## config.mk

```make
export PLATFORM = sky130hd
export DESIGN_NAME = pixel_window_boundary_segments_top
export DESIGN_NICKNAME = d
export VERILOG_FILES = /design/src/design/pwbs_pkg.sv /design/src/design/pwbs_front.sv /design/src/design/pwbs_queue.sv /design/src/design/pwbs_back.sv /design/src/design/pixel_window_boundary_segments_top.sv
export SDC_FILE = /design/constraint.sdc
export NUM_CORES = 1
export LEC_CHECK = 0
export BUFFER_PORTS_ARGS = -buffer_cell sky130_fd_sc_hd__buf_2
export CAP_MARGIN = 0
export CORE_UTILIZATION = 58
export CTS_BUF_LIST = sky130_fd_sc_hd__clkbuf_16
export DETAILED_ROUTE_END_ITERATION = 10
export PLACE_DENSITY = 0.75
export SETUP_SLACK_MARGIN = 0.5
export SLEW_MARGIN = 10
export SYNTH_ARGS = -nofsm -noshare
export SYNTH_HDL_FRONTEND = slang
export SYNTH_SLANG_ARGS = --single-unit
```

## constraint.sdc

```tcl
create_clock -name clock -period 9 [get_ports clock]
set_clock_uncertainty 0.05 [all_clocks]
set_input_delay 0.45 -clock clock [delete_from_list [all_inputs] [get_ports clock]]
set_output_delay 0.45 -clock clock [all_outputs]
set_load 0.005 [all_outputs]
```

## src/design/pwbs_pkg.sv

```systemverilog
// Shared types and segment-table functions for the pixel window boundary segment block.
package pwbs_pkg;

   localparam int MAX_DIM     = 4096;
   localparam int COLOUR_BITS = 24;
   localparam int ROW_W       = 12;
   localparam int COL_W       = 12;
   localparam int COLOUR_W    = 24;
   localparam int COORD_W     = 15;
   localparam int DIM_W       = 13;
   localparam int CSR_IDX_W   = 1;
   localparam int OFF_W       = 3;
   localparam int MAX_SEGS    = 6;
   localparam int SEG_CNT_W   = 3;
   localparam int QUEUE_DEPTH = 4;
   localparam int QPTR_W      = 2;

   localparam logic [CSR_IDX_W-1:0] CSR_IMAGE_COLUMNS = 1'd0;
   localparam logic [CSR_IDX_W-1:0] CSR_IMAGE_ROWS    = 1'd1;

   localparam logic [COORD_W-1:0] LIM_RESET = COORD_W'(6 * 256);

   typedef struct packed {
      logic [ROW_W-1:0]    window_row;
      logic [COL_W-1:0]    window_col;
      logic [COLOUR_W-1:0] colour_top_left;
      logic [COLOUR_W-1:0] colour_top_right;
      logic [COLOUR_W-1:0] colour_bottom_left;
      logic [COLOUR_W-1:0] colour_bottom_right;
   } req_item_type;

   typedef struct packed {
      logic [COORD_W-1:0] start_x;
      logic [COORD_W-1:0] start_y;
      logic [COORD_W-1:0] end_x;
      logic [COORD_W-1:0] end_y;
      logic               last_segment;
   } rsp_item_type;

   // corner of the window: bx/by set means +6 sixths in x/y
   typedef struct packed {
      logic bx;
      logic by;
   } corner_type;

   // segment endpoints as offsets in sixths from the top-left pixel centre
   typedef struct packed {
      logic [OFF_W-1:0] sx;
      logic [OFF_W-1:0] sy;
      logic [OFF_W-1:0] ex;
      logic [OFF_W-1:0] ey;
   } seg_type;

   typedef struct packed {
      logic [1:0]        count;
      seg_type [2:0]     segs;
   } tri_segs_type;

   typedef struct packed {
      logic [COORD_W-1:0]   base_x;
      logic [COORD_W-1:0]   base_y;
      logic [SEG_CNT_W-1:0] count;
      seg_type [MAX_SEGS-1:0] segs;
   } entry_type;

   typedef enum logic [2:0] {
      TRI_NONE,
      TRI_ALL,
      TRI_C01,
      TRI_C12,
      TRI_C02
   } tri_class_type;

   localparam corner_type CORNER_TL = '{bx: 1'b0, by: 1'b0};
   localparam corner_type CORNER_TR = '{bx: 1'b1, by: 1'b0};
   localparam corner_type CORNER_BL = '{bx: 1'b0, by: 1'b1};
   localparam corner_type CORNER_BR = '{bx: 1'b1, by: 1'b1};

   function automatic tri_class_type tri_class(input logic [COLOUR_BITS-1:0] c0,
                                               input logic [COLOUR_BITS-1:0] c1,
                                               input logic [COLOUR_BITS-1:0] c2);
      tri_class_type cls;
      if (c0 != c1 && c0 != c2 && c1 != c2) begin
         cls = TRI_ALL;
      end else if (c0 == c1 && c0 != c2) begin
         cls = TRI_C01;
      end else if (c1 == c2 && c0 != c2) begin
         cls = TRI_C12;
      end else if (c0 == c2 && c1 != c2) begin
         cls = TRI_C02;
      end else begin
         cls = TRI_NONE;
      end
      return cls;
   endfunction

   function automatic logic [OFF_W-1:0] mid_off(input logic a, input logic b);
      logic [1:0] s;
      s = {1'b0, a} + {1'b0, b};
      return {s, 1'b0} + {1'b0, s};
   endfunction

   function automatic logic [OFF_W-1:0] cen_off(input logic a, input logic b, input logic c);
      logic [1:0] s;
      s = {1'b0, a} + {1'b0, b} + {1'b0, c};
      return {s, 1'b0};
   endfunction

   function automatic seg_type make_seg(input logic [OFF_W-1:0] sx, input logic [OFF_W-1:0] sy,
                                        input logic [OFF_W-1:0] ex, input logic [OFF_W-1:0] ey);
      seg_type s;
      s.sx = sx;
      s.sy = sy;
      s.ex = ex;
      s.ey = ey;
      return s;
   endfunction

   function automatic tri_segs_type tri_segs(input corner_type p0, input corner_type p1,
                                             input corner_type p2, input tri_class_type cls);
      tri_segs_type t;
      logic [OFF_W-1:0] m01x, m01y, m12x, m12y, m02x, m02y, cx, cy;
      m01x = mid_off(p0.bx, p1.bx);
      m01y = mid_off(p0.by, p1.by);
      m12x = mid_off(p1.bx, p2.bx);
      m12y = mid_off(p1.by, p2.by);
      m02x = mid_off(p0.bx, p2.bx);
      m02y = mid_off(p0.by, p2.by);
      cx   = cen_off(p0.bx, p1.bx, p2.bx);
      cy   = cen_off(p0.by, p1.by, p2.by);
      t = '0;
      case (cls)
         TRI_ALL: begin
            t.count   = 2'd3;
            t.segs[0] = make_seg(m12x, m12y, cx, cy);
            t.segs[1] = make_seg(m01x, m01y, cx, cy);
            t.segs[2] = make_seg(m02x, m02y, cx, cy);
         end
         TRI_C01: begin
            t.count   = 2'd1;
            t.segs[0] = make_seg(m02x, m02y, m12x, m12y);
         end
         TRI_C12: begin
            t.count   = 2'd1;
            t.segs[0] = make_seg(m01x, m01y, m02x, m02y);
         end
         TRI_C02: begin
            t.count   = 2'd1;
            t.segs[0] = make_seg(m12x, m12y, m01x, m01y);
         end
         default: begin
            t.count = 2'd0;
         end
      endcase
      return t;
   endfunction

endpackage

```

## src/design/pwbs_front.sv

```systemverilog
// Front end: splits a window into triangles and builds its segment list.
module pwbs_front (
   input  pwbs_pkg::req_item_type req_item,
   output pwbs_pkg::entry_type    entry,
   output logic                   has_segs
);
   import pwbs_pkg::*;

   logic [COLOUR_BITS-1:0] ctl, ctr, cbl, cbr;
   logic [COORD_W-1:0]     col6, row6;
   tri_segs_type           tri_a, tri_b;
   logic [SEG_CNT_W-1:0]   n_a, n_b, kk, jj;

   always_comb begin
      ctl = req_item.colour_top_left[COLOUR_BITS-1:0];
      ctr = req_item.colour_top_right[COLOUR_BITS-1:0];
      cbl = req_item.colour_bottom_left[COLOUR_BITS-1:0];
      cbr = req_item.colour_bottom_right[COLOUR_BITS-1:0];

      if (ctl != cbr) begin
         tri_a = tri_segs(CORNER_TL, CORNER_TR, CORNER_BL, tri_class(ctl, ctr, cbl));
         tri_b = tri_segs(CORNER_BR, CORNER_TR, CORNER_BL, tri_class(cbr, ctr, cbl));
      end else begin
         tri_a = tri_segs(CORNER_TL, CORNER_BR, CORNER_BL, tri_class(ctl, cbr, cbl));
         tri_b = tri_segs(CORNER_TL, CORNER_BR, CORNER_TR, tri_class(ctl, cbr, ctr));
      end

      n_a = {1'b0, tri_a.count};
      n_b = {1'b0, tri_b.count};

      col6 = {1'b0, req_item.window_col, 2'b00} + {2'b00, req_item.window_col, 1'b0};
      row6 = {1'b0, req_item.window_row, 2'b00} + {2'b00, req_item.window_row, 1'b0};

      entry.base_x = col6 + COORD_W'(3);
      entry.base_y = row6 + COORD_W'(3);
      entry.count  = n_a + n_b;
      for (int k = 0; k < MAX_SEGS; k++) begin
         kk = SEG_CNT_W'(k);
         jj = kk - n_a;
         if (kk < n_a) begin
            entry.segs[k] = tri_a.segs[kk[1:0]];
         end else if (jj < n_b) begin
            entry.segs[k] = tri_b.segs[jj[1:0]];
         end else begin
            entry.segs[k] = '0;
         end
      end
      has_segs = (entry.count != '0);
   end

endmodule

```

## src/design/pwbs_queue.sv

```systemverilog
// Short queue of classified windows between front and back.
module pwbs_queue (
   input  logic                clock,
   input  logic                reset,
   input  logic                push_valid,
   output logic                push_ready,
   input  pwbs_pkg::entry_type push_data,
   output logic                pop_valid,
   input  logic                pop_ready,
   output pwbs_pkg::entry_type pop_data
);
   import pwbs_pkg::*;

   entry_type               mem_ff [QUEUE_DEPTH];
   logic [QPTR_W-1:0]       wr_ptr_ff, wr_ptr_in;
   logic [QPTR_W-1:0]       rd_ptr_ff, rd_ptr_in;
   logic [QPTR_W:0]         fill_ff, fill_in;
   logic                    do_push, do_pop;

   always_comb begin
      push_ready = (fill_ff != (QPTR_W+1)'(QUEUE_DEPTH));
      pop_valid  = (fill_ff != '0);
      pop_data   = mem_ff[rd_ptr_ff];
      do_push    = push_valid && push_ready;
      do_pop     = pop_valid && pop_ready;
      wr_ptr_in  = do_push ? wr_ptr_ff + 1'b1 : wr_ptr_ff;
      rd_ptr_in  = do_pop ? rd_ptr_ff + 1'b1 : rd_ptr_ff;
      fill_in    = fill_ff + (QPTR_W+1)'(do_push) - (QPTR_W+1)'(do_pop);
   end

   always_ff @(posedge clock) begin
      if (reset) begin
         wr_ptr_ff <= '0;
         rd_ptr_ff <= '0;
         fill_ff   <= '0;
      end else begin
         wr_ptr_ff <= wr_ptr_in;
         rd_ptr_ff <= rd_ptr_in;
         fill_ff   <= fill_in;
      end
   end

   always_ff @(posedge clock) begin
      if (do_push) begin
         mem_ff[wr_ptr_ff] <= push_data;
      end
   end

endmodule

```

## src/design/pwbs_back.sv

```systemverilog
// Back end: walks one window's segments, adds offsets, wraps, drives the result register.
module pwbs_back (
   input  logic                       clock,
   input  logic                       reset,
   input  logic [pwbs_pkg::COORD_W-1:0] lim_x,
   input  logic [pwbs_pkg::COORD_W-1:0] lim_y,
   input  logic                       pop_valid,
   output logic                       pop_ready,
   input  pwbs_pkg::entry_type        pop_data,
   output logic                       rsp_valid,
   input  logic                       rsp_ready,
   output pwbs_pkg::rsp_item_type     rsp_item
);
   import pwbs_pkg::*;

   entry_type            cur_ff, cur_in;
   logic                 cur_valid_ff, cur_valid_in;
   logic [SEG_CNT_W-1:0] idx_ff, idx_in;
   logic                 rsp_valid_ff, rsp_valid_in;
   rsp_item_type         rsp_item_ff, rsp_item_in;
   logic                 out_free, emit, last, load;
   seg_type              seg;

   function automatic logic [COORD_W-1:0] wrap(input logic [COORD_W-1:0] base,
                                              input logic [OFF_W-1:0]   off,
                                              input logic [COORD_W-1:0] lim);
      logic [COORD_W-1:0] v;
      v = base + {{(COORD_W-OFF_W){1'b0}}, off};
      if (v > lim) begin
         v = v - lim;
      end
      return v;
   endfunction

   always_comb begin
      out_free  = !rsp_valid_ff || rsp_ready;
      emit      = cur_valid_ff && out_free;
      last      = (idx_ff == cur_ff.count - 1'b1);
      pop_ready = !cur_valid_ff || (emit && last);
      load      = pop_ready && pop_valid;
      seg       = cur_ff.segs[idx_ff];

      cur_in       = cur_ff;
      cur_valid_in = cur_valid_ff;
      idx_in       = idx_ff;
      if (load) begin
         cur_in       = pop_data;
         cur_valid_in = 1'b1;
         idx_in       = '0;
      end else if (emit && last) begin
         cur_valid_in = 1'b0;
      end else if (emit) begin
         idx_in = idx_ff + 1'b1;
      end

      rsp_valid_in = rsp_valid_ff;
      rsp_item_in  = rsp_item_ff;
      if (emit) begin
         rsp_valid_in             = 1'b1;
         rsp_item_in.start_x      = wrap(cur_ff.base_x, seg.sx, lim_x);
         rsp_item_in.start_y      = wrap(cur_ff.base_y, seg.sy, lim_y);
         rsp_item_in.end_x        = wrap(cur_ff.base_x, seg.ex, lim_x);
         rsp_item_in.end_y        = wrap(cur_ff.base_y, seg.ey, lim_y);
         rsp_item_in.last_segment = last;
      end else if (rsp_ready) begin
         rsp_valid_in = 1'b0;
      end

      rsp_valid = rsp_valid_ff;
      rsp_item  = rsp_item_ff;
   end

   always_ff @(posedge clock) begin
      if (reset) begin
         cur_valid_ff <= 1'b0;
         idx_ff       <= '0;
         rsp_valid_ff <= 1'b0;
      end else begin
         cur_valid_ff <= cur_valid_in;
         idx_ff       <= idx_in;
         rsp_valid_ff <= rsp_valid_in;
      end
   end

   always_ff @(posedge clock) begin
      cur_ff      <= cur_in;
      rsp_item_ff <= rsp_item_in;
   end

endmodule

```

## src/design/pixel_window_boundary_segments_top.sv

```systemverilog
// Top level: size registers, front end, window queue and back end.
//
// Each req item is a 2x2 window of colour labels with its row and column.
// The block returns 0 to 6 rsp items, one boundary segment each, in sixths
// of a pixel; last_segment marks the final segment of a window. A window
// with one colour everywhere yields no rsp item.
// The csr port sets image_columns (index 0) and image_rows (index 1), which
// fix the wrap points; values above 4096 are held at 4096. Write them only
// while the block is idle.
// The first segment of a window passes through the queue, the back end's
// current-window register and the output register.
// The back end gives one segment per cycle while the output is free;
// windows without segments are not queued. A four-entry queue lets the
// front keep accepting while the back is busy; req_ready drops only when
// the queue is full.
// Reset clears the queue and output register and sets both sizes to 256.
// When rsp_ready is low the rsp item holds and the back end waits; the
// queue then fills and req_ready follows.
module pixel_window_boundary_segments_top (
   input  logic                             clock,
   input  logic                             reset,
   input  logic                             req_valid,
   output logic                             req_ready,
   input  pwbs_pkg::req_item_type           req_item,
   output logic                             rsp_valid,
   input  logic                             rsp_ready,
   output pwbs_pkg::rsp_item_type           rsp_item,
   input  logic                             csr_write,
   input  logic [pwbs_pkg::CSR_IDX_W-1:0]   csr_index,
   input  logic [pwbs_pkg::DIM_W-1:0]       csr_data
);
   import pwbs_pkg::*;

   logic [COORD_W-1:0] lim_x_ff, lim_x_in, lim_y_ff, lim_y_in;
   logic [DIM_W-1:0]   dim_clamp;
   logic [COORD_W-1:0] lim_new;
   entry_type          front_entry, pop_data;
   logic               has_segs, push_ready, pop_valid, pop_ready;

   always_comb begin
      dim_clamp = (csr_data > DIM_W'(MAX_DIM)) ? DIM_W'(MAX_DIM) : csr_data;
      lim_new   = {dim_clamp, 2'b00} + {1'b0, dim_clamp, 1'b0};
      lim_x_in  = lim_x_ff;
      lim_y_in  = lim_y_ff;
      if (csr_write) begin
         case (csr_index)
            CSR_IMAGE_COLUMNS: lim_x_in = lim_new;
            CSR_IMAGE_ROWS:    lim_y_in = lim_new;
            default: begin
            end
         endcase
      end
      req_ready = push_ready;
   end

   always_ff @(posedge clock) begin
      if (reset) begin
         lim_x_ff <= LIM_RESET;
         lim_y_ff <= LIM_RESET;
      end else begin
         lim_x_ff <= lim_x_in;
         lim_y_ff <= lim_y_in;
      end
   end

   pwbs_front u_front (
      .req_item (req_item),
      .entry    (front_entry),
      .has_segs (has_segs)
   );

   pwbs_queue u_queue (
      .clock      (clock),
      .reset      (reset),
      .push_valid (req_valid && has_segs),
      .push_ready (push_ready),
      .push_data  (front_entry),
      .pop_valid  (pop_valid),
      .pop_ready  (pop_ready),
      .pop_data   (pop_data)
   );

   pwbs_back u_back (
      .clock     (clock),
      .reset     (reset),
      .lim_x     (lim_x_ff),
      .lim_y     (lim_y_ff),
      .pop_valid (pop_valid),
      .pop_ready (pop_ready),
      .pop_data  (pop_data),
      .rsp_valid (rsp_valid),
      .rsp_ready (rsp_ready),
      .rsp_item  (rsp_item)
   );

endmodule

```

# Word level (Yosys, flattened, before mapping)
# Memory sizes are Yosys's and may differ from the RTL's. A register that Yosys moved wholly into a read port is not among the register bits.
# Cells that the tools add are included.
[word_totals] regBits=103 ramBits=420 out_inout_bits=63 wordCells=206 mem_count=1
[classes] add_sub_neg=26 magnitude_cmp=23 eq_ne=30 muxes=70 bitwise_logic=2 n_reduce_logical=41
[mem_list] memory="u_queue.mem_ff" words=4 word_bits=105 read_ports=1 rd_ports_with_merged_regs=1 write_ports=1 line_no="pwbs_queue.sv:14" text="entry_type mem_ff [QUEUE_DEPTH];"
[ops] operator="2-to-1 mux 12 bit" n=18
[ops] operator="binary-select mux 12 bit (select 2 bit)" n=6
[ops] operator="== test 24 bit" n=6
[ops] operator="inequality test 24 bit" n=6
[ops] operator="case mux 12 bit (4 select lines)" n=2
[ops] operator="case mux 11 bit (4 select lines)" n=2
[ops] operator="2-to-1 mux 38 bit" n=2
[ops] operator="adder 15 x 3 -> 15 bit" n=4
[ops] operator="> comparator 15 bit" n=4
[ops] operator="2-to-1 mux 15 bit" n=4
[ops] operator="2-to-1 mux 3 bit" n=20
[ops] operator="subtractor 15 bit" n=4
[ops] operator="2-to-1 mux 23 bit" n=2
[ops] operator="2-to-1 mux 20 bit" n=2
[ops] operator="binary-select mux 12 bit (select 3 bit)" n=1
[ops] operator="adder 14 x 13 -> 15 bit" n=2
[ops] operator="adder 15 x 2 -> 15 bit (second input constant)" n=2
[ops] operator="logical AND 1 bit" n=25
[ops] operator="== test 3 x 2 -> 1 bit (second input constant)" n=8
[ops] operator="less-than comparator 2 x 3 -> 1 bit (second input constant)" n=6
[ops] operator="less-than comparator 3 x 2 -> 1 bit" n=6
[ops] operator="case mux 2 bit (2 select lines)" n=4
[ops] operator="adder 15 x 14 -> 15 bit" n=1
[ops] operator="> comparator 13 bit (second input constant)" n=1
[ops] operator="other kinds (27)" n=54

# Depth between registers and ports, before layout
[logic_depth] word_depth=17 ltp_mapped=22

# Hierarchy
# A second synthesis with hierarchy kept.
[hier_totals] hier_cells=2330 hier_area_um2=32308.5
[by_module_without_submodules] mod="pwbs_queue" n_inst=1 cells_per_inst=598 area_each_um2=15626.2 seq_area_each_um2=12792.3
[by_module_without_submodules] mod="pwbs_back" n_inst=1 cells_per_inst=946 area_each_um2=10852.9 seq_area_each_um2=5084.9
[by_module_without_submodules] mod="pwbs_front" n_inst=1 cells_per_inst=544 area_each_um2=3860.0 seq_area_each_um2=0.0
[by_module_without_submodules] mod="pixel_window_boundary_segments_top" n_inst=1 cells_per_inst=242 area_each_um2=1969.4 seq_area_each_um2=560.5

# Least setup slack after synthesis
# No wires, ideal clock.
[synth_timing] kind="input -> register" from="input port req_item[85] (netlist bit)" to="memory u_queue.mem_ff[0][0] (netlist bit), enable pin" arrival_ns=5.395 required_ns=8.476 slack_ns=3.082 stages=15 path_cell_list="xor2_1 nor4_1 nand4_1 nor3_1 buf_2 and2_1 clkbuf_1 inv_1 ha_1 inv_1 fa_1 inv_1 o311a_1 clkbuf_1 and2_1"
[synth_rtl] element="start: declaration" line_no="pixel_window_boundary_segments_top.sv:24" text="input pwbs_pkg::req_item_type req_item,"
[synth_rtl] element="end: declaration" line_no="pwbs_queue.sv:14"

# Worst setup path in the final report
[layout_timing] from="register u_back.idx_ff[0]" to="register u_back.rsp_item_ff, in the netlist u_back.rsp_item[36] (data pin)"
[layout_between] elab_chain_len=5 word_cells_on_any_way=6
[layout_rtl] element="start: declaration" line_no="pwbs_back.sv:18" text="logic [SEG_CNT_W-1:0] idx_ff, idx_in;"
[layout_rtl] element="start signal: assignment" line_no="pwbs_back.sv:80" text="idx_ff <= idx_in;"
[layout_rtl] element="binary-select mux 12 bit (select 3 bit) *" line_no="pwbs_back.sv:41" text="seg = cur_ff.segs[idx_ff];"
[layout_rtl] element="2-to-1 mux 12 bit (implied by the code) *" line_no="pwbs_back.sv:41"
[layout_rtl] element="adder 15 x 3 -> 15 bit *" line_no="pwbs_back.sv:28" text="v = base + {{(COORD_W-OFF_W){1'b0}}, off};"
[layout_rtl] element="subtractor 15 bit / > comparator 15 bit (equally long branches)" line_no="pwbs_back.sv:30, pwbs_back.sv:29"
[layout_rtl] element="2-to-1 mux 15 bit *" line_no="pwbs_back.sv:29" text="if (v > lim) begin"
[layout_rtl] element="end signal: assignment" line_no="pwbs_back.sv:87" text="rsp_item_ff <= rsp_item_in;"
[layout_rtl] element="end: declaration" line_no="pwbs_back.sv:20" text="rsp_item_type rsp_item_ff, rsp_item_in;"
# Every way passes the cells marked *; elsewhere a longest branch is shown, timed or not. The select of a mux whose other input is x is not followed.
# A chain may end at the register's enable or synchronous reset.

==> impl_metrics.tcl <==
set metrics [dict create \
    clk_path_buf_depth 3 \
    clock_tree.root_cell "clkbuf_16" \
    post_synthesis_instance_area_mm2 0.0307 \
    cpPeakStageDelay_ns 0.82 \
    top_signal_layer_used "met4" \
    arrival_ns 6.40 \
    critical_path_buf_inv_count 1 \
    ys_seq_area_share_pct 58.9 \
    critical-path-top-delay-family "compound AO/OA/AOI/OAI gates" \
    grt_pass1_vias 19000 \
    floorplan.die_area_mm2 0.0539 \
    wl_met3_mm 3.78 \
    grt_setup_unrepaired "false" \
    critPathSlowestCell "o31ai_4" \
    place_area_mm2 0.0325 \
    timing.critical_path.required_ns 9.33 \
    drc 0 \
    firstDrtPassIters 5 \
    dominantRegCellSynth "edfxtp_1" \
    layoutNonFillerInstCount 3088 \
    ys_top_cells_by_area "edfxtp_1 (56%), mux4_2 (8.4%), ha_1 (4.9%), xnor2_1 (4.3%), xor2_1 (3.3%)" \
    final_period_minus_worst_setup_slack_ns 6.08 \
    gpl.final_weighted_congestion 0.917 \
    final.setup.tns_ns 0 \
    top_level_ports 202 \
    crit_path_cell_trace "buf_4, mux4_2, nand2_1, o21ai_0, ha_1, o221ai_2, nor2_1, nand2_1, xnor2_1, ha_1, a21o_1, a21oi_2, nor2_1, a211oi_2, a21boi_0, o31ai_4, mux2_2" \
    syn_inst 2134 \
    p_leak_nw 12.2 \
    flow.area_growth_from_synthesis_pct 11.8 \
    yosysWarnings 0 \
    average_wire_per_cell_in_the_routed_design_um 22.4 \
    fmaxAchievable_mhz 165 \
    most_frequent_cells_in_the_layout "edfxtp_1 (576), buf_2 (201), xnor2_1 (151)" \
    die_w_um 232 \
    met2RoutedLength_mm 35.1 \
    placeable_core_area_mm2 0.0518 \
    grt_usage_pct 26.3 \
    critical_path_class "reg2reg" \
    initialDrtViolationCount 1663 \
    cts-buffers-inserted 59 \
    fp-row-count 83 \
    io_buffer_count 201 \
    cts_tree "done" \
    die_h_um 232 \
    dp.cells 2981 \
    layout-drive-gt1-share_pct 21.1 \
    post_cts_resize_count 0 \
    grt_first_pass_wirelength_mm 108 \
    cts-hold-fix-buffers 0 \
    via_per_inst 5.99 \
    synth_area_leader_cell "edfxtp_1" \
    initial_core_util_pct 59.3 \
    layout.core_utilization_pct 66.3 \
    clock_sinks 616 \
    synth_enable_flop_cells 576 \
    worst_slew_margin_rel_pct 23.8 \
    cts-htree-levels 2 \
    transition_time_at_the_pin_with_the_least_slew_margin_ns 1.14 \
    globalRouteOverflowTotal 0 \
    grt_antenna_before_repair 0 \
    post_route_wl_mm 69.3 \
    slew_violations 0 \
    overall_via_count_from_detail_route 18500 \
    final-hold-violation-count 0 \
    avgSynthCellArea_um2 14.4 \
    nFillCells 3584 \
    postRouteAntennaNets 0 \
    area_share_of_the_largest_cell_type_after_synthesis_pct 56.3 \
    routedLengthMet1_mm 28.3 \
    setup_viol_count_final 0 \
    clkSlewWorstSetupHoldPaths_ns 0.06 \
    layout.cell_area.non_filler_mm2 0.0344 \
    path_max_fanout 27 \
    vdd_drop_max_mv 0.249 \
    detailed_place_hpwl_mm 48.1 \
    grt_max_degree 72 \
    worst_skew_pair.late_latency_ns 0.63 \
    capturing_element_type_of_the_critical_path "flop" \
    hold_path_class "in2reg" \
    layout.cells.most_common "edfxtp_1" \
    start_kind "flop" \
    synth.ff_latch_count 616 \
    maxCapViolations 0 \
    run_status "finished clean" \
    number_of_diodes_added_for_antenna_fixing 0 \
    synth_async_sr_flop_share_pct 0 \
    cts.repair_timing.setup_buffer_count 0 \
    final.period_utilization_pct 67.5 \
    pwr_density_cell_mw_per_mm2 346 \
    final_stage_net_count 2635 \
    synth.lib_cells_used.distinct 95 \
]
[sequential cells by signal (all words and copies together), names as in the netlist]
register	cells
u_queue.wr_ptr_ff	2
u_queue.mem_ff	412
u_queue.fill_ff	3
u_queue.rd_ptr_ff	2
u_back.rsp_item	61
u_back.idx_ff	3
u_back.cur_valid_ff	1
u_back.cur_ff	103
lim_x_ff	14
u_back.rsp_valid	1
lim_y_ff	14
[worst min-delay path: stages]
cell	delay, ns
buf_2	0.09
nor2b_1	0.10
nor2_1	0.11
nor2_1	0.06
[logic make-up (layout without fill, tap and decap cells)]
logic type	after synthesis	in the layout	synth area share (%)
mux	193	193	11.4
compound gates	277	277	5.98
buf+inv	157	416	2.14
flops	616	616	58.9
xor+xnor	269	269	7.76
other cells	1	16	0.0122
simple gates	487	487	8.03
fa+ha+maj	134	134	5.80
[layout make-up]
cell class / count / area, µm² / share of cell area (%)
Clock inverter: 48 / 392 / 1.14
Clock buffer: 59 / 1480 / 4.30
Tap cell: 680 / 851 / 2.48
Timing Repair Buffer: 219 / 1140 / 3.32
Sequential cell: 616 / 18100 / 52.7
Inverter: 90 / 340 / 0.991
Multi-Input combinational cell: 1376 / 12100 / 35.1
[synth_stat cells, types with 36 or more instances]
| cell | count |
|---|---|
| mux4_2 | 114 |
| dfxtp_1 | 40 |
| edfxtp_1 | 576 |
| inv_1 | 88 |
| nor2_1 | 124 |
| nand3_1 | 42 |
| ha_1 | 120 |
| clkbuf_1 | 36 |
| a21oi_1 | 87 |
| xnor2_1 | 151 |
| nand2_1 | 99 |
| xor2_1 | 115 |
| o21ai_0 | 61 |
| nor2b_1 | 42 |
[final timing paths]
kind	startpoint	to	slack [ns]	cells past startpoint
setup / recovery	u_back.idx_ff[0]$_SDFFE_PP0P_	u_back.rsp_item[36]$_DFFE_PP_	2.92	17
hold / removal	rsp_ready	u_back.rsp_valid$_SDFFE_PP0P_	0.18	4
setup reg to reg	u_back.idx_ff[0]$_SDFFE_PP0P_	u_back.rsp_item[36]$_DFFE_PP_	2.92	17
hold reg to reg	lim_y_ff[2]$_SDFFE_PP0P_	lim_y_ff[2]$_SDFFE_PP0P_	0.41	2
[where the power goes]
part | internal (W) | leakage, nW | switching (W)
logic | 0.00230 | 5.59 | 0.00275
registers | 0.00410 | 5.64 | 0.000335
clock network | 0.00134 | 0.943 | 0.00105
[per-layer routing]
| metal | vias up | GRT usage, % |
|---|---|---|
| li1 | 8544 | - |
| met1 | 9176 | 34.1 |
| met2 | 659 | 45.7 |
| met3 | 115 | 3.77 |
| met4 | 0 | 8.66 |
| met5 | - | 0 |
[through the flow]
step	power [W]	hold slack (ns)	setup WS [ns]
4_1_cts	0.0119	0.132	2.97
5_1_grt	0.0126	0.178	2.53
6_report	0.0119	0.182	2.92
3_5_place_dp	0.00950	0.400	2.91
3_3_place_gp	0.00934	0.397	3.05
2_1_floorplan	0.00820	0.385	3.08
Note: power is estimated with default switching activity, not from simulation.
